<file path="config.mk">
export PLATFORM = sky130hd
export DESIGN_NAME = cmf_cfg_regs
export DESIGN_NICKNAME = d
export VERILOG_FILES = /design/src/design/cmf_pkg.sv /design/src/design/cmf_cfg_regs.sv
export SDC_FILE = /design/constraint.sdc
export NUM_CORES = 1
export LEC_CHECK = 0
export BUFFER_PORTS_ARGS = -buffer_cell sky130_fd_sc_hd__buf_2
export CORE_MARGIN = 2
export CORE_UTILIZATION = 50
export CTS_CLUSTER_SIZE = 25
export DETAILED_ROUTE_END_ITERATION = 16
export PLACE_DENSITY = 0.89
export RECOVER_POWER = 25
export SYNTH_ARGS = -nofsm -noshare
export SYNTH_HDL_FRONTEND = slang
export SYNTH_SLANG_ARGS = --single-unit
</file>
<file path="constraint.sdc">
create_clock -name clk -period 1 [get_ports clk]
set_clock_uncertainty 0.2 [all_clocks]
set_input_delay 0.25 -clock clk [delete_from_list [all_inputs] [get_ports clk]]
set_output_delay 0.25 -clock clk [all_outputs]
set_load 0.005 [all_outputs]
</file>
<file path="src/design/cmf_pkg.sv">
package cmf_pkg;

    // Payload widths of the channels
    localparam int PIX_W      = 8;
    localparam int OUT_COL_W  = 11;
    localparam int OUT_ROW_W  = 12;
    localparam int CFG_IDX_W  = 3;
    localparam int CFG_DATA_W = 13;

    // Configuration register widths
    localparam int HSIZE_W = 12;
    localparam int VSIZE_W = 13;

    // Pixel values for set and clear
    localparam logic [PIX_W-1:0] PIX_SET   = 8'd255;
    localparam logic [PIX_W-1:0] PIX_CLEAR = 8'd0;

    // Result queue geometry (depth must be a power of two)
    localparam int RES_DEPTH = 8;
    localparam int RES_PTR_W = $clog2(RES_DEPTH);
    localparam int RES_CNT_W = $clog2(RES_DEPTH + 3);

    typedef enum logic [CFG_IDX_W-1:0] {
        REG_IMAGE_WIDTH   = 3'd0,
        REG_IMAGE_HEIGHT  = 3'd1,
        REG_REGION_LEFT   = 3'd2,
        REG_REGION_TOP    = 3'd3,
        REG_REGION_RIGHT  = 3'd4,
        REG_REGION_BOTTOM = 3'd5,
        REG_OPERATION     = 3'd6
    } cfg_reg_t;

    typedef enum logic {
        OP_DILATE = 1'b0,
        OP_ERODE  = 1'b1
    } op_t;

    typedef struct packed {
        logic [HSIZE_W-1:0] image_width;
        logic [VSIZE_W-1:0] image_height;
        logic [HSIZE_W-1:0] region_left;
        logic [VSIZE_W-1:0] region_top;
        logic [HSIZE_W-1:0] region_right;
        logic [VSIZE_W-1:0] region_bottom;
        op_t                operation;
    } cfg_t;

    localparam cfg_t CFG_RESET = '{
        image_width:   12'd640,
        image_height:  13'd480,
        region_left:   12'd0,
        region_top:    13'd0,
        region_right:  12'd640,
        region_bottom: 13'd480,
        operation:     OP_DILATE
    };

    typedef struct packed {
        logic [PIX_W-1:0]     pixel_out;
        logic [OUT_COL_W-1:0] out_col;
        logic [OUT_ROW_W-1:0] out_row;
        logic                 last_of_run;
        logic                 frame_end;
    } res_t;

    // Results leaving the window stage in one cycle
    typedef struct packed {
        logic push_a;
        logic push_b;
        res_t res_a;
        res_t res_b;
    } push_t;

endpackage

</file>
<file path="src/design/cmf_cfg_regs.sv">
module cmf_cfg_regs (
    input  logic                             clk,
    input  logic                             rst_n,
    input  logic                             wr_en,
    input  logic [cmf_pkg::CFG_IDX_W-1:0]    wr_index,
    input  logic [cmf_pkg::CFG_DATA_W-1:0]   wr_data,
    output cmf_pkg::cfg_t                    settings
);

    cmf_pkg::cfg_t     cfg_reg;
    cmf_pkg::cfg_t     cfg_next;
    cmf_pkg::cfg_reg_t sel;

    assign sel = cmf_pkg::cfg_reg_t'(wr_index);

    // Decode the register index and update one field
    always_comb
    begin
        cfg_next = cfg_reg;
        if (wr_en)
        begin
            unique case (sel)
                cmf_pkg::REG_IMAGE_WIDTH:
                    cfg_next.image_width = wr_data[cmf_pkg::HSIZE_W-1:0];
                cmf_pkg::REG_IMAGE_HEIGHT:
                    cfg_next.image_height = wr_data[cmf_pkg::VSIZE_W-1:0];
                cmf_pkg::REG_REGION_LEFT:
                    cfg_next.region_left = wr_data[cmf_pkg::HSIZE_W-1:0];
                cmf_pkg::REG_REGION_TOP:
                    cfg_next.region_top = wr_data[cmf_pkg::VSIZE_W-1:0];
                cmf_pkg::REG_REGION_RIGHT:
                    cfg_next.region_right = wr_data[cmf_pkg::HSIZE_W-1:0];
                cmf_pkg::REG_REGION_BOTTOM:
                    cfg_next.region_bottom = wr_data[cmf_pkg::VSIZE_W-1:0];
                cmf_pkg::REG_OPERATION:
                    cfg_next.operation = cmf_pkg::op_t'(wr_data[0]);
                default:
                    cfg_next = cfg_reg;
            endcase
        end
    end

    always_ff @(posedge clk or negedge rst_n)
    begin
        if (!rst_n)
        begin
            cfg_reg <= cmf_pkg::CFG_RESET;
        end
        else
        begin
            cfg_reg <= cfg_next;
        end
    end

    assign settings = cfg_reg;

endmodule

</file>
==> metrics.md, run 1 <==
| Metric | Value |
|---|---|
| Largest register FFs | 76 |
| # port buffers | 94 |
| Final instance area | 4740 um2 |
| Commonest non-fill, non-tap cell in the layout | buf_2 |
| Max-slew violation count | 0 |
| I/O pin count | 95 |
| Placer Congestion | 0.755 |
| CP max FO | 2 |
| RR Startpoint | settings[69]$_DFFE_PN0P_ |
| Hold_sp | wr_data[12] |
| Non-filler instance count after layout | 416 |
| Largest net degree at the start of global routing | 38 |
| Peak Freq | 0.689 GHz |
| Critical path class | reg -> out |
| Crit Reg-Reg Endpoint | settings[69]$_DFFE_PN0P_ |
| Routed WL | 8620 um |
| CP Data Arrival Time | 1.00 ns |
| Setup-failing EPs final | 219 |
| Fillers | 261 |
| ANT nets after route | 0 |
| Worst-path cell chain | buf_6 |
| HP Class | in -> reg |
| Hold Path End | settings[63]$_DFFE_PN0P_ |
| Placed Cells | 337 |
| Peak VDD IR | 0.00126 V |
| Setup crit start kind | register |
| Max-Cap Viols | 0 |
| Tmin final | 1.45 ns |
| DP Worst Slack | -0.588 ns |
| Register area | 1920 um2 |
| Area grow syn2layout | 61.9% |
| Initial drt markers | 83 |
| DR pass1 iterations | 4 |
| Root Driver | clkbuf_8 |
| Clock Sinks | 76 |
| Setup WS post-layout | -0.452 ns |
| Drt drc | 0 |
| Num CTS Buffers | 9 |
| Hold WS | -0.0189 ns |
| Most frequent cells in the layout | buf_2 (83), dfrtp_1 (64), mux2_4 (63) |
| Cell Rows | 27 |
| DP Area | 3730 um2 |
| All-Layer GR Usage | 25.8% |
| N_diodes | 0 |
| Switching pwr | 0.00250 W |
| Clock Power Share | 24.9% |
| Relative slew slack | 68.8% |
| Cell Pwr Density | 2040 nW/um2 |
| Full die area | 6480 um2 |
| Total congestion overflow | 0 |
| Die height | 80.5 um |
| Hold depth | 2 |
| Starting density of the core | 52.5% |
| CTS Buffer Depth | 2 |
| Nets | 358 |
| Layout cells sized above 1 | 79.9% |
| Worst endpoint required time | 0.55 ns |
| Synth cell types | 10 |
| Number of hold violations in the final report | 3 |
| Seq/Total Area, Yosys | 65.5% |
| Buf+Inv Stages, Crit Path | 1 |
| FF-to-FF setup slack | -0.23 ns |
| Yosys reg bits | 76 |
| RSZ-0062 raised after global routing | yes |
| Setup TNS | -41.42 ns |
| Status | finished with violations |
| Vias/cell | 5.18 |
| DR vias | 2,154 |
| Syn nets | 184 |
| Int Pwr | 0.00714 W |
| Area of the multi-input gates | 1190 um2 |
| Final HPWL DP | 4400 um |
| Vias in the first global route | 2,103 |
| Synth Cell Area | 2930 um2 |
| Worst Tran Pin Value | 0.468 ns |
| CP Capture Type | primary output |
| Combinational Power Share | 31.0% |
| WL per Instance | 20.7 um |
| Final core utilization | 85.0% |
| CTS clk-pin slew, worst paths | 0.08 ns |
| Failing checks | negative hold slack, negative setup slack |
| FF-to-FF path depth | 3 |
| Clk Latency, worst-skew pair | 0.35 ns |
| Net Sw Frac | 25.9% |
| Syn Inst Count | 165 |
| Avg Synthesized Cell Area | 17.7 um2 |
| Synth warn | 0 |
| Die Wd | 80.5 um |
| Family with the most delay on the worst path | flip-flops |
| Fin crit share | 145% |
| Htree depth | 3 |
| First-pass GRT wire length | 11,900 um |
| Worst path slowest cell | dfstp_2 |
| CTS tree | yes |
| Core Box Area | 5570 um2 |
| Cts hold-fix bufs | 1 |
| Max incr delay on CP | 0.56 ns |
| Initial antenna violation count | 0 |
| Seq pwr share | 44.1% |
| Leak | 2.41 nW |
==> final cells by class <==
| class | count | share of cell area [%] |
|---|---|---|
| multi-input cells | 83 | 25.1 |
| flip-flops and latches | 76 | 40.5 |
| clock buffers | 12 | 3.28 |
| repair buffers | 169 | 28.2 |
| clock inverters | 4 | 1.03 |
| well taps | 72 | 1.90 |
==> repair_timing <==
action	in CTS	in global routing
setup endpoints to repair	149	156
pin swaps	4	3
buffers inserted	40	32
cloned	3	3
resized for setup	40	39
endpoints found under the hold margin	90	3
==> per-stage QoR <==
step | hold WS [ns] | power (W)
final | -0.0189 | 0.00964
after global routing | -0.0272 | 0.0101
after CTS | -0.0465 | 0.00913
after detailed placement | -0.103 | 0.00614
after global placement | -0.103 | 0.00604
after floorplan | -0.246 | 0.00510
==> cell usage after synthesis (all sizes together) <==
cell type  number  area (um2)
and4bb          3        41.3
buf             4        33.8
clkbuf          2        27.5
dfrtp          64        1600
dfstp          12         315
mux2           76         856
nand4b          3        26.3
nor4b           1        23.8
==> cell families (layout without fill, tap and decap cells) <==
group                  Yosys count  in the layout  synth area share (%)
DFF                             76             76                  65.5
buffers and inverters            6            185                  2.10
muxes                           76             76                  29.3
and+or+nand+nor                  7              7                  3.12
==> power by group through the flow <==
stage | Sequential, W | Combinational, W | Clock, W
after floorplan | 0.00427 | 0.000828 | 0
after CTS | 0.00418 | 0.00254 | 0.00241
final | 0.00425 | 0.00299 | 0.00240
after detailed placement | 0.00425 | 0.00189 | 0
after global placement | 0.00422 | 0.00182 | 0
after global routing | 0.00431 | 0.00319 | 0.00257
==> worst max path at each step <==
stage | start | slack [ns] | end | depth (start not counted)
finish | settings[73]$_DFFE_PN1P_ | -0.45 | settings[73] | 1
global route | settings[7]$_DFFE_PN1P_ | -0.48 | settings[7] | 1
CTS | settings[7]$_DFFE_PN1P_ | -0.46 | settings[7] | 1
detailed placement | wr_index[2] | -0.59 | settings[64]$_DFFE_PN0P_ | 4
global placement | wr_index[2] | -0.55 | settings[65]$_DFFE_PN0P_ | 4
floorplan | wr_index[2] | -0.40 | settings[66]$_DFFE_PN0P_ | 3
==> layer usage <==
layer	vias to the layer above	global-route usage, %	wire (um)	share of wire [%]
met1	1117	35.4	3770	44
met5	-	0	0	0
met4	0	8.14	89	1.0
met3	10	6.29	438	5.1
li1	942	-	-	-
met2	85	40.8	4320	50
Power figures use the tool's default switching activity.
==> run 2: changes to the inputs <==
==> constraint.sdc (replaced) <==
create_clock -name clk -period 1 [get_ports clk]
set_clock_uncertainty 0.2 [all_clocks]
set_input_delay 0.1 -clock clk [delete_from_list [all_inputs] [get_ports clk]]
set_output_delay 0.1 -clock clk [all_outputs]
set_load 0.005 [all_outputs]
==> metrics.md, run 2 (synthesized netlist as in run 1, its figures left out) <==
| Metric | Value |
|---|---|
| Drt drc | 0 |
| Routed WL | 8280 um |
| Peak Freq | 0.749 GHz |
| Max-slew violation count | 0 |
| Final HPWL DP | 4550 um |
| First-pass GRT wire length | 11,600 um |
| Setup crit start kind | register |
| Setup WS post-layout | -0.334 ns |
| Placer Congestion | 0.735 |
| Largest register FFs | 76 |
| Total power | 0.00936 W |
| Total congestion overflow | 0 |
| Clk Latency, worst-skew pair | 0.34 ns |
| Most frequent cells in the layout | buf_2 (80), dfrtp_1 (64), mux2_4 (55) |
| Layout cells sized above 1 | 78.2% |
| ANT nets after route | 0 |
| Number of hold violations in the final report | 73 |
| Initial antenna violation count | 0 |
| Buf+Inv Stages, Crit Path | 1 |
| Failing checks | negative hold slack, negative setup slack |
| Final core utilization | 82.0% |
| Num CTS Buffers | 9 |
| All-Layer GR Usage | 24.9% |
| Clock Sinks | 76 |
| HP Class | in -> reg |
| Full die area | 6480 um2 |
| Critical path class | reg -> out |
| Initial drt markers | 82 |
| CP Data Arrival Time | 1.03 ns |
| Hold WS | -0.142 ns |
| Peak VDD IR | 0.00153 V |
| Starting density of the core | 52.5% |
| Largest net degree at the start of global routing | 37 |
| Leak | 2.27 nW |
| Worst-path cell chain | buf_6 |
| DP Worst Slack | -0.438 ns |
| Nets | 339 |
| Family with the most delay on the worst path | flip-flops |
| Relative slew slack | 70.9% |
| Fin crit share | 133% |
| Fillers | 290 |
| DR pass1 iterations | 4 |
| Worst path slowest cell | dfstp_2 |
| Tmin final | 1.33 ns |
| Die Wd | 80.5 um |
| Worst endpoint required time | 0.70 ns |
| Vias/cell | 5.16 |
| Die height | 80.5 um |
| Commonest non-fill, non-tap cell in the layout | buf_2 |
| Area grow syn2layout | 56.3% |
| Core Box Area | 5570 um2 |
| Setup TNS | -17.62 ns |
| # port buffers | 94 |
| Cell Rows | 27 |
| RSZ-0062 raised after global routing | yes |
| CP max FO | 2 |
| CTS clk-pin slew, worst paths | 0.09 ns |
| CTS tree | yes |
| Cts hold-fix bufs | 2 |
| N_diodes | 0 |
| Cell Pwr Density | 2050 nW/um2 |
| CTS Buffer Depth | 2 |
| DR vias | 2,047 |
| WL per Instance | 20.9 um |
| I/O pin count | 95 |
| Status | finished with violations |
| Root Driver | clkbuf_8 |
| Vias in the first global route | 2,110 |
| Max incr delay on CP | 0.58 ns |
| Max-Cap Viols | 0 |
| Setup-failing EPs final | 134 |
| CP Capture Type | primary output |
| Htree depth | 3 |
| Worst Tran Pin Value | 0.437 ns |
run 2: changes by cell type in the layout (fill, tap and decap cells not counted), sizes merged:
cell         change
buf             -19
clkbuf           -2
clkinv           +1
dlygate4sd3      +1
run 2: path summary, 6_finish.rpt:
| kind | from | to | slack (ns) | cells past startpoint |
|---|---|---|---|---|
| min | wr_data[4] | settings[68]$_DFFE_PN0P_ | -0.14 | 2 |
| max in group asynchronous | rst_n | settings[23]$_DFFE_PN1P_ | -0.03 | 3 |
| max reg2reg | settings[72]$_DFFE_PN0P_ | settings[72]$_DFFE_PN0P_ | -0.12 | 2 |
| min reg2reg | settings[38]$_DFFE_PN0P_ | settings[38]$_DFFE_PN0P_ | 0.30 | 1 |
| max | settings[9]$_DFFE_PN1P_ | settings[9] | -0.33 | 1 |
| min in group asynchronous | rst_n | settings[17]$_DFFE_PN0P_ | 0.01 | 2 |
run 2: report_power, final:
part	total [W]	switching (W)	internal, W
Clock	0.00228	0.00113	0.00115
Combinational	0.00279	0.000896	0.00190
Sequential	0.00429	0.000456	0.00383
Total	0.00936	0.00248	0.00688
run 2: timing repair:
item / CTS / global route
endpoints found under the setup margin: 121 / 125
resized for setup: 29 / 47
endpoints found under the hold margin: 152 / 82
cloned: 2 / 1
setup buffers: 27 / 15
pin swaps: 2 / 4
run 2: layout make-up:
class	count	area (um2)	share of cell area [%]
Clock buffer	11	131	2.87
Multi-Input combinational cell	83	1160	25.4
Sequential cell	76	1920	41.9
Tap cell	72	90.1	1.97
Clock inverter	5	53.8	1.18
Timing Repair Buffer	150	1220	26.7
run 2: stage by stage:
| stage | cell area, um2 | instances |
|---|---|---|
| floorplan | 3060 | 165 |
| global placement | 3720 | 337 |
| detailed placement | 3720 | 337 |
| CTS | 4290 | 384 |
| global route | 4570 | 397 |
| finish | 4570 | 397 |
run 2: metal layers:
metal  global-route usage, %  routed length (um)
met5                       0                   0
met3                    5.73                 372
met4                    7.80                 113
met1                    33.9                3700
met2                    39.8                4100
