## src/design/cmf_pkg.sv

```systemverilog
package cmf_pkg;

    // Payload widths of the channels
    localparam int PIX_W      = 8;
    localparam int OUT_COL_W  = 11;
    localparam int OUT_ROW_W  = 12;
    localparam int CFG_IDX_W  = 3;
    localparam int CFG_DATA_W = 13;

    // Configuration register widths
    localparam int HSIZE_W = 12;
    localparam int VSIZE_W = 13;

    // Pixel values for set and clear
    localparam logic [PIX_W-1:0] PIX_SET   = 8'd255;
    localparam logic [PIX_W-1:0] PIX_CLEAR = 8'd0;

    // Result queue geometry (depth must be a power of two)
    localparam int RES_DEPTH = 8;
    localparam int RES_PTR_W = $clog2(RES_DEPTH);
    localparam int RES_CNT_W = $clog2(RES_DEPTH + 3);

    typedef enum logic [CFG_IDX_W-1:0] {
        REG_IMAGE_WIDTH   = 3'd0,
        REG_IMAGE_HEIGHT  = 3'd1,
        REG_REGION_LEFT   = 3'd2,
        REG_REGION_TOP    = 3'd3,
        REG_REGION_RIGHT  = 3'd4,
        REG_REGION_BOTTOM = 3'd5,
        REG_OPERATION     = 3'd6
    } cfg_reg_t;

    typedef enum logic {
        OP_DILATE = 1'b0,
        OP_ERODE  = 1'b1
    } op_t;

    typedef struct packed {
        logic [HSIZE_W-1:0] image_width;
        logic [VSIZE_W-1:0] image_height;
        logic [HSIZE_W-1:0] region_left;
        logic [VSIZE_W-1:0] region_top;
        logic [HSIZE_W-1:0] region_right;
        logic [VSIZE_W-1:0] region_bottom;
        op_t                operation;
    } cfg_t;

    localparam cfg_t CFG_RESET = '{
        image_width:   12'd640,
        image_height:  13'd480,
        region_left:   12'd0,
        region_top:    13'd0,
        region_right:  12'd640,
        region_bottom: 13'd480,
        operation:     OP_DILATE
    };

    typedef struct packed {
        logic [PIX_W-1:0]     pixel_out;
        logic [OUT_COL_W-1:0] out_col;
        logic [OUT_ROW_W-1:0] out_row;
        logic                 last_of_run;
        logic                 frame_end;
    } res_t;

    // Results leaving the window stage in one cycle
    typedef struct packed {
        logic push_a;
        logic push_b;
        res_t res_a;
        res_t res_b;
    } push_t;

endpackage

```

## src/design/cmf_out_fifo.sv

```systemverilog
module cmf_out_fifo (
    input  logic             clk,
    input  logic             rst_n,
    input  cmf_pkg::push_t   push,
    output logic             room,
    output logic             out_valid,
    input  logic             out_ready,
    output cmf_pkg::res_t    out_data
);

    localparam int PTR_W = cmf_pkg::RES_PTR_W;
    localparam int CNT_W = cmf_pkg::RES_CNT_W;

    cmf_pkg::res_t    slot_reg [cmf_pkg::RES_DEPTH];
    logic [PTR_W-1:0] wr_ptr_reg;
    logic [PTR_W-1:0] rd_ptr_reg;
    logic [CNT_W-1:0] count_reg;
    logic [CNT_W-1:0] count_next;
    logic [1:0]       n_push;
    logic             pop;
    logic [PTR_W-1:0] b_ptr;

    assign n_push    = {1'b0, push.push_a} + {1'b0, push.push_b};
    assign out_valid = count_reg != '0;
    assign pop       = out_valid && out_ready;
    assign out_data  = slot_reg[rd_ptr_reg];
    assign b_ptr     = push.push_a ? (wr_ptr_reg + PTR_W'(1)) : wr_ptr_reg;

    // Keep space for two results of the item about to enter the window stage
    assign room = (count_reg + CNT_W'(n_push)) <= CNT_W'(cmf_pkg::RES_DEPTH - 2);

    assign count_next = count_reg + CNT_W'(n_push) - CNT_W'(pop);

    always_ff @(posedge clk or negedge rst_n)
    begin
        if (!rst_n)
        begin
            wr_ptr_reg <= '0;
            rd_ptr_reg <= '0;
            count_reg  <= '0;
        end
        else
        begin
            wr_ptr_reg <= wr_ptr_reg + PTR_W'(n_push);
            rd_ptr_reg <= rd_ptr_reg + PTR_W'(pop);
            count_reg  <= count_next;
        end
    end

    // Store up to two results per cycle
    always_ff @(posedge clk)
    begin
        if (push.push_a)
        begin
            slot_reg[wr_ptr_reg] <= push.res_a;
        end
        if (push.push_b)
        begin
            slot_reg[b_ptr] <= push.res_b;
        end
    end

endmodule

```

## config.mk

```make
export PLATFORM = sky130hd
export DESIGN_NAME = cmf_out_fifo
export DESIGN_NICKNAME = d
export VERILOG_FILES = /design/src/design/cmf_pkg.sv /design/src/design/cmf_out_fifo.sv
export SDC_FILE = /design/constraint.sdc
export NUM_CORES = 1
export LEC_CHECK = 0
export BUFFER_PORTS_ARGS = -buffer_cell sky130_fd_sc_hd__buf_2
export CAP_MARGIN = 5
export CORE_MARGIN = 2
export CORE_UTILIZATION = 60
export DETAILED_ROUTE_END_ITERATION = 8
export PLACE_DENSITY_LB_ADDON = 0.05
export SETUP_SLACK_MARGIN = 0.2
export SLEW_MARGIN = 20
export SYNTH_ARGS = -nofsm -noshare
export SYNTH_HDL_FRONTEND = slang
export SYNTH_SLANG_ARGS = --single-unit
```

## constraint.sdc

```tcl
create_clock -name clk -period 5.39 [get_ports clk]
set_clock_uncertainty 0.15 [all_clocks]
set_input_delay 1.078 -clock clk [delete_from_list [all_inputs] [get_ports clk]]
set_output_delay 1.078 -clock clk [all_outputs]
set_load 0.005 [all_outputs]
```

==> reports/results.tsv, run 1 <==
stage	metric	value	unit
cells_and_area	most common cell after layout, fill and taps aside	mux2_2	
place	routability cong.	0.8494	
logic_synthesis	number of synthesized flops with an enable pin	264	
critical_path	RR Startpoint	wr_ptr_reg[1]	
place	Post-Place Cells	1120	
cts	CTS Hold Buffers Added	0	
critical_path	Startpoint Class	input port	
logic_synthesis	largest family of logic cells by synthesized area	multiplexers	
timing	TNS Setup	0	ns
timing	fin crit period	4.113	ns
critical_path	crit-path leading delay family	compound AO/OA/AOI/OAI gates	
critical_path	crit path capture type	output pin	
timing	setup ws final	1.277	ns
logic_synthesis	adder-cell area share of the yosys netlist	0.009860	
power	Clock power frac	0.213	
floorplanning	CORE AREA	22710	µm²
power	Net Sw Frac	0.3172	
logic_synthesis	sequential area share after synthesis	0.5859	
floorplanning	Die Wd	156.5	µm
power	NetSw	0.002691	W
logic_synthesis	ys flop type	edfxtp_1	
global_route	met2 Usage GRT	0.4581	
logic_synthesis	ys async rst share	0.03650	
routing	Remaining DRCs	0	
power	overall power	0.008485	W
logic_synthesis	FF+latch count, synth	274	
timing	Hold Fails Final Rpt	0	
global_route	Global Route met1 Usage	0.3345	
cells_and_area	share of layout cells above drive strength 1	0.6102	
power	pwr dens	541.3	nW/µm²
global_route	layer carrying the most global-route usage	met2	
timing	highest clock rate	243.1	MHz
floorplanning	DIE AREA	24500	µm²
cts	Max Root-Sink Buffers	3	
cts	H-tree Lvls	1	
logic_synthesis	net count of the mapped netlist	843	
cells_and_area	area of the multi-input gates	5579	µm²
routing	drt total wl	30.61	mm
routing	TritonRoute pass-1 iters	5	
critical_path	crit path buf inv count	2	
critical_path	Reg2Reg Setup Slack	1.82	ns
logic_synthesis	Mapped Avg Cell Area	18.34	µm²
timing	Final Max Slew Viols	0	
cells_and_area	Largest register FFs	264	
timing	Final setup viols	0	
cts	TritonCTS clock tree	done	
cts	post-CTS sizing	0	
cts	setup bufs post-CTS	0	
cells_and_area	fill cell count	1499	
critical_path	CP Cell Sequence	buf_2 -> ha_1 -> ha_1 -> nor2b_1 -> o21ai_0 -> a211oi_1 -> a311oi_1 -> buf_2	
logic_synthesis	synthesized area	13960	µm²
cells_and_area	Area Overhead vs Synth	12.29	%
cts	CTS root buffer	clkbuf_16	
timing	relative slew slack	0.2611	
global_route	largest net degree at the start of global routing	35	
flow_run	MaxCap Viol Count	0	
global_route	first-pass GRT wire length	46.44	mm
floorplanning	Die Ht	156.5	µm
cts	Reg clk slew, reported paths	0.06	ns
cts	cts bufs inserted	29	
floorplanning	row count	55	
power	Reg power frac	0.416	
place	dpl ws	1.336	ns
timing	Worst-Margin Slew	1.108	ns
routing	detailed-route via count	7482	
critical_path	R2R depth	6	
logic_synthesis	Yosys cell types	38	
worst_hold_path	min-delay worst type	input port to async pin	
routing	Avg WL per Cell	26.10	µm
cells_and_area	non-filler cells, final	1173	
global_route	vias in the first global route	8024	
logic_synthesis	simple-gate portion of the synthesized area	0.01067	
logic_synthesis	Synth Area in Compound Gates	0.009233	
place	dpl hpwl	17.67	mm
outcome	status	finished, final reports clean	
cts	Clock Latency Late Sink	0.53	ns
routing	First DRT Iteration DRCs	434	
routing	ANT nets after route	0	
place	IO Port Bufs	105	
power	peak supply drop	0.4214	mV
power	Leak Pwr	5.545	nW
global_route	total track usage	0.2542	
timing	fin crit share	0.7630	
logic_synthesis	post-synthesis mux area share	0.3546	
critical_path	Slowest-stage cell, CP	ha_1	
floorplanning	io pins	106	
cells_and_area	Nets	948	
logic_synthesis	Post-Synth XOR/XNOR Area	0.007261	
global_route	initial antenna violation count	3	
global_route	grt met3 use	0.02575	
critical_path	CP required	4.16	ns
cells_and_area	most frequent cells in the layout	mux2_2 (268), edfxtp_1 (264), buf_2 (105)	
critical_path	Arr. time, crit path	2.88	ns
critical_path	FF-to-FF End	slot_reg[6][21]	
power	internal power	0.005793	W
cts	clk sinks	274	
power	Logic pwr share	0.371	
logic_synthesis	Mapped Cells	761	
routing	vias per cell	6.379	
critical_path	peak fanout along the critical path	11	
cells_and_area	register area	8184	µm²
critical_path	Critical Path Max Stage Delay	0.33	ns
critical_path	type of the worst setup path	input port to output pin	
logic_synthesis	Synth warnings	0	
global_route	gr ovfl total	0	
floorplanning	Initial Util	0.6147	
timing	unrepaired setup endpoints after global routing	no	
-- how the worst max path moves through the flow --
stage / startpoint / to / slack, ns / cells after the start
finish: push[67] / room / 1.28 / 8
global route: rd_ptr_reg[0] / out_data[16] / 1.13 / 4
CTS: rd_ptr_reg[0] / out_data[15] / 1.24 / 4
detailed placement: push[67] / room / 1.34 / 8
global placement: push[67] / room / 1.49 / 8
floorplan: push[67] / slot_reg[0][0] / 0.82 / 3
-- metrics by stage --
stage / hold slack (ns) / utilization / cell area (µm²)
after detailed placement: 0.5182 / 0.6527 / 14820
after CTS: 0.2315 / 0.6899 / 15670
after floorplan: 0.3632 / - / 13960
final: 0.2488 / 0.6902 / 15670
after global placement: 0.4928 / 0.6527 / 14820
after global routing: 0.2513 / 0.6902 / 15670
-- cell families (layout without fill, tap and decap cells) --
| kind of cell | count (synthesis) | count (layout) |
|---|---|---|
| multiplexers | 364 | 364 |
| flip-flops | 274 | 274 |
| buffers and inverters | 57 | 181 |
| AND/OR/NAND/NOR | 25 | 25 |
| AO/OA/AOI/OAI | 20 | 20 |
| adder cells (fa/ha/maj) | 11 | 11 |
| XOR/XNOR | 10 | 10 |
| other | 0 | 3 |
-- metal layers --
layer,up-vias,routed length [µm]
li1,3317,-
met1,3913,12730
met2,215,16000
met3,37,1316
met4,0,576
met5,-,0
-- synthesized netlist by cell type (all sizes together) (2+ instances only) --
| cell type | instances | area [µm²] |
|---|---|---|
| o21ai | 6 | 30.03 |
| nand2 | 6 | 22.52 |
| mux2 | 297 | 3453 |
| a211oi | 2 | 15.01 |
| clkbuf | 12 | 45.04 |
| ha | 11 | 137.6 |
| nor3b | 2 | 15.01 |
| dfrtp | 10 | 250.2 |
| nand3b | 3 | 22.52 |
| mux4 | 66 | 1486 |
| xnor2 | 3 | 26.28 |
| inv | 8 | 30.03 |
| a21oi | 3 | 15.01 |
| nor2b | 2 | 12.51 |
| o31ai | 2 | 15.01 |
| buf | 37 | 239.0 |
| nand2b | 4 | 25.02 |
| or3 | 3 | 18.77 |
| xor2 | 6 | 52.55 |
| edfxtp | 264 | 7928 |
-- power groups by stage --
stage          Clock, W  Sequential (W)  Combinational [W]
2_1_floorplan         0         0.00334            0.00231
3_3_place_gp          0         0.00353            0.00311
3_5_place_dp          0         0.00357            0.00318
4_1_cts         0.00183         0.00353            0.00319
5_1_grt         0.00190         0.00359            0.00337
6_report        0.00181         0.00353            0.00315
-- worst reg2reg max path, delay by kind of cell, from the launching register on --
kind,cells,cell delay [ns]
adder cells (fa/ha/maj),1,0.32
AND/OR/NAND/NOR,2,1.03
AO/OA/AOI/OAI,1,0.48
buffers and inverters,1,0.42
flip-flops,1,0.65
XOR/XNOR,1,0.19
-- area by class of cell --
cell class	count	area share
antenna	3	0.0004790
clock buffer	34	0.04750
clock inverter	16	0.006306
inverter	8	0.001916
multi-input combinational	430	0.3560
sequential	274	0.5222
tap	285	0.02275
timing repair buffer	123	0.04295
No activity file was read; power rests on OpenSTA's default activity.
==> run 2: changes to the inputs <==
- ABC_AREA: unset -> 1
- clock period: 5.39 -> 4.1 ns (I/O delays scaled with it)
==> reports/results.tsv, run 2 <==
stage	metric	value	unit	change
critical_path	FF-to-FF End	slot_reg[5][19]		
place	IO Port Bufs	105		unchanged
global_route	gr ovfl total	0		unchanged
cts	TritonCTS clock tree	done		
floorplanning	io pins	106		unchanged
worst_hold_path	min-delay worst type	flop to flop		
global_route	total track usage	0.3306		+0.07639
cells_and_area	Area Overhead vs Synth	10.17	%	
place	Placement Cell Area	15210	µm²	+2.6%
global_route	grt met3 use	0.04545		+0.01970
floorplanning	CORE AREA	24180	µm²	+6.5%
floorplanning	row count	57		+3.6%
timing	fin crit share	0.8892		
power	Reg power frac	0.362		-0.054
logic_synthesis	synth cell count leaders	nand2_1 (780), edfxtp_1 (264), nand3_1 (144), o21ai_0 (140), nor2_1 (136)		
power	Logic pwr share	0.442		+0.071
global_route	first-pass GRT wire length	66.25	mm	+43%
logic_synthesis	number of synthesized flops with an enable pin	264		unchanged
logic_synthesis	Synth warnings	0		unchanged
cts	H-tree Lvls	1		unchanged
floorplanning	Die Ht	160.4	µm	+2.5%
power	peak supply drop	0.8650	mV	+110%
timing	TNS Setup	0	ns	unchanged
routing	ANT nets after route	0		unchanged
floorplanning	Initial Util	0.6068		-0.007866
critical_path	Arr. time, crit path	2.68	ns	-0.20 ns
cts	CTS root buffer	clkbuf_16		
flow_run	MaxCap Viol Count	0		unchanged
timing	Final setup viols	0		unchanged
power	NetSw	0.004984	W	+85%
cells_and_area	share of layout cells above drive strength 1	0.1192		-0.4909
critical_path	type of the worst setup path	flop to output pin		
logic_synthesis	FF+latch count, synth	274		unchanged
routing	vias per cell	5.978		-6.3%
global_route	layer carrying the most global-route usage	met2		
worst_hold_path	Worst Hold Depth	3		
worst_hold_path	Hold Crit Start	count_reg[3]		
power	pwr dens	741.6	nW/µm²	+37%
floorplanning	DIE AREA	25720	µm²	+5.0%
cells_and_area	most frequent cells in the layout	nand2_1 (780), edfxtp_1 (264), nand3_1 (144)		
logic_synthesis	Mapped Cells	1776		+130%
power	Clock power frac	0.196		-0.017
worst_hold_path	hold endpoint	count_reg[3]		
logic_synthesis	most common cell in the netlist	nand2_1		
timing	fin crit period	3.646	ns	
critical_path	RR Startpoint	wr_ptr_reg[0]		
routing	detailed-route via count	12670		+69%
global_route	met2 Usage GRT	0.5634		+0.1052
logic_synthesis	ys async rst share	0.03650		unchanged
power	internal power	0.007001	W	+21%
global_route	largest net degree at the start of global routing	134		+280%
timing	Hold Fails Final Rpt	0		unchanged
critical_path	Reg2Reg Setup Slack	1.52	ns	-0.30 ns
critical_path	peak fanout along the critical path	56		+45
routing	TritonRoute pass-1 iters	6		+1
place	dpl hpwl	23.53	mm	+33%
cells_and_area	Nets	1857		+96%
place	routability cong.	0.8469		-0.29%
cells_and_area	most common cell after layout, fill and taps aside	nand2_1		
routing	drt total wl	42.39	mm	+38%
power	Net Sw Frac	0.4158		+0.09866
critical_path	Startpoint Class	flop		
critical_path	R2R depth	8		+2
power	Leak Pwr	6.956	nW	+25%
cells_and_area	Largest register FFs	264		unchanged
logic_synthesis	Mapped Avg Cell Area	8.260	µm²	-55%
global_route	Global Route met1 Usage	0.4327		+0.09821
floorplanning	Die Wd	160.4	µm	+2.5%
logic_synthesis	sequential area share after synthesis	0.5574		-0.02843
critical_path	crit path capture type	output pin		
cts	Clock Latency Late Sink	0.54	ns	about the same
global_route	vias in the first global route	12330		+54%
routing	Remaining DRCs	0		unchanged
logic_synthesis	Synth area leaders	edfxtp_1 (54%), nand2_1 (20%), nand3_1 (4.9%)		
timing	unrepaired setup endpoints after global routing	no		
outcome	status	finished, final reports clean		
routing	First DRT Iteration DRCs	1399		+220%
global_route	initial antenna violation count	1		-2
timing	Worst-Margin Slew	1.079	ns	-0.02912 ns
critical_path	CP required	3.13	ns	-1.03 ns
cts	clk sinks	274		unchanged
logic_synthesis	top cell type's share of synthesized area	0.5404		-0.02756
cts	Reg clk slew, reported paths	0.06	ns	about the same
timing	relative slew slack	0.2778		+0.01669
logic_synthesis	Yosys cell types	23		-39%
cts	setup bufs post-CTS	0		unchanged
timing	Final Max Slew Viols	0		unchanged
cts	Max Root-Sink Buffers	3		unchanged
logic_synthesis	synthesized area	14670	µm²	+5.1%
cells_and_area	post-route cell area	16160	µm²	+3.1%
logic_synthesis	Yosys top cell by area	edfxtp_1		
logic_synthesis	ys flop type	edfxtp_1		
cts	cts bufs inserted	28		-3.4%
routing	Avg WL per Cell	19.99	µm	-23%
timing	highest clock rate	274.3	MHz	
logic_synthesis	net count of the mapped netlist	1858		+120%
## run 2: cell count changes after synthesis, moves of 29 or more
cell / delta
buf_2: +63
clkbuf_1: +62
mux2_2: -268
mux2_4: -29
mux4_2: -66
nand2_1: +774
nand3_1: +143
nor2_1: +136
o21ai_0: +134
o22ai_1: +65
## run 2: worst max-delay path by stage
stage,startpoint,end,slack [ns],cells past startpoint
6_report,rd_ptr_reg[0],out_data[3],0.45,7
3_3_place_gp,push[67],room,0.75,11
2_1_floorplan,push[67],slot_reg[5][0],0.18,2
3_5_place_dp,push[67],room,0.75,11
5_1_grt,rd_ptr_reg[0],out_data[29],0.30,7
4_1_cts,rd_ptr_reg[0],out_data[3],0.47,7
## run 2: area by class of cell
cell class	count	area, µm²
flip-flops and latches	274	8184
fillers	1988	8015
multi-input cells	1300	5689
repair buffers	148	975.9
clock buffers	45	795.8
well taps	324	405.4
inverters	23	87.58
clock inverters	5	21.27
diodes	1	2.502
## run 2: what timing repair did
item / 4_1_cts / 5_1_grt
gates resized for setup: 0 / 0
hold buffers: 1 / 0
hold endpoints to repair: 10 / 0
## run 2: cell families after synthesis
group,synth area share
compound gates,0.07795
xor+xnor,0.002388
flops,0.5574
buf+inv,0.06090
fa+ha+maj,0.009382
simple gates,0.2919
## run 2: power by group through the flow
stage	Sequential [W]	Combinational, W	Clock [W]
global route	0.00440	0.00584	0.00247
detailed placement	0.00440	0.00512	0
floorplan	0.00440	0.00332	0
global placement	0.00438	0.00500	0
finish	0.00434	0.00530	0.00234
CTS	0.00435	0.00514	0.00235
## run 2: worst max-delay path: stages (launching register included)
cell and delay [ns]:
dfrtp_4 0.43, clkinv_2 0.60, buf_12 0.46, o21ai_0 0.22, o22ai_1 0.11, nand2_1 0.10, nand2_1 0.07, buf_2 0.13
## run 2: per-layer routing
metal  vias up  wire length (µm)
met5         -                 0
met4         0              1412
met3       110              3842
met2       672             20730
met1      6024             16400
li1       5867                 -
## run 2: per-stage QoR
| step | utilization | total power [W] | hold WS [ns] | setup WS (ns) | std cells |
|---|---|---|---|---|---|
| final | 0.6685 | 0.01199 | 0.4778 | 0.4543 | 2120 |
| after detailed placement | 0.6290 | 0.009520 | 0.4772 | 0.7471 | 2063 |
| after global routing | 0.6685 | 0.01271 | 0.5245 | 0.3008 | 2120 |
| after global placement | 0.6290 | 0.009387 | 0.4605 | 0.7485 | 2063 |
| after floorplan | - | 0.007719 | 0.3744 | 0.1783 | 1776 |
| after CTS | 0.6632 | 0.01184 | 0.4872 | 0.4682 | 2114 |
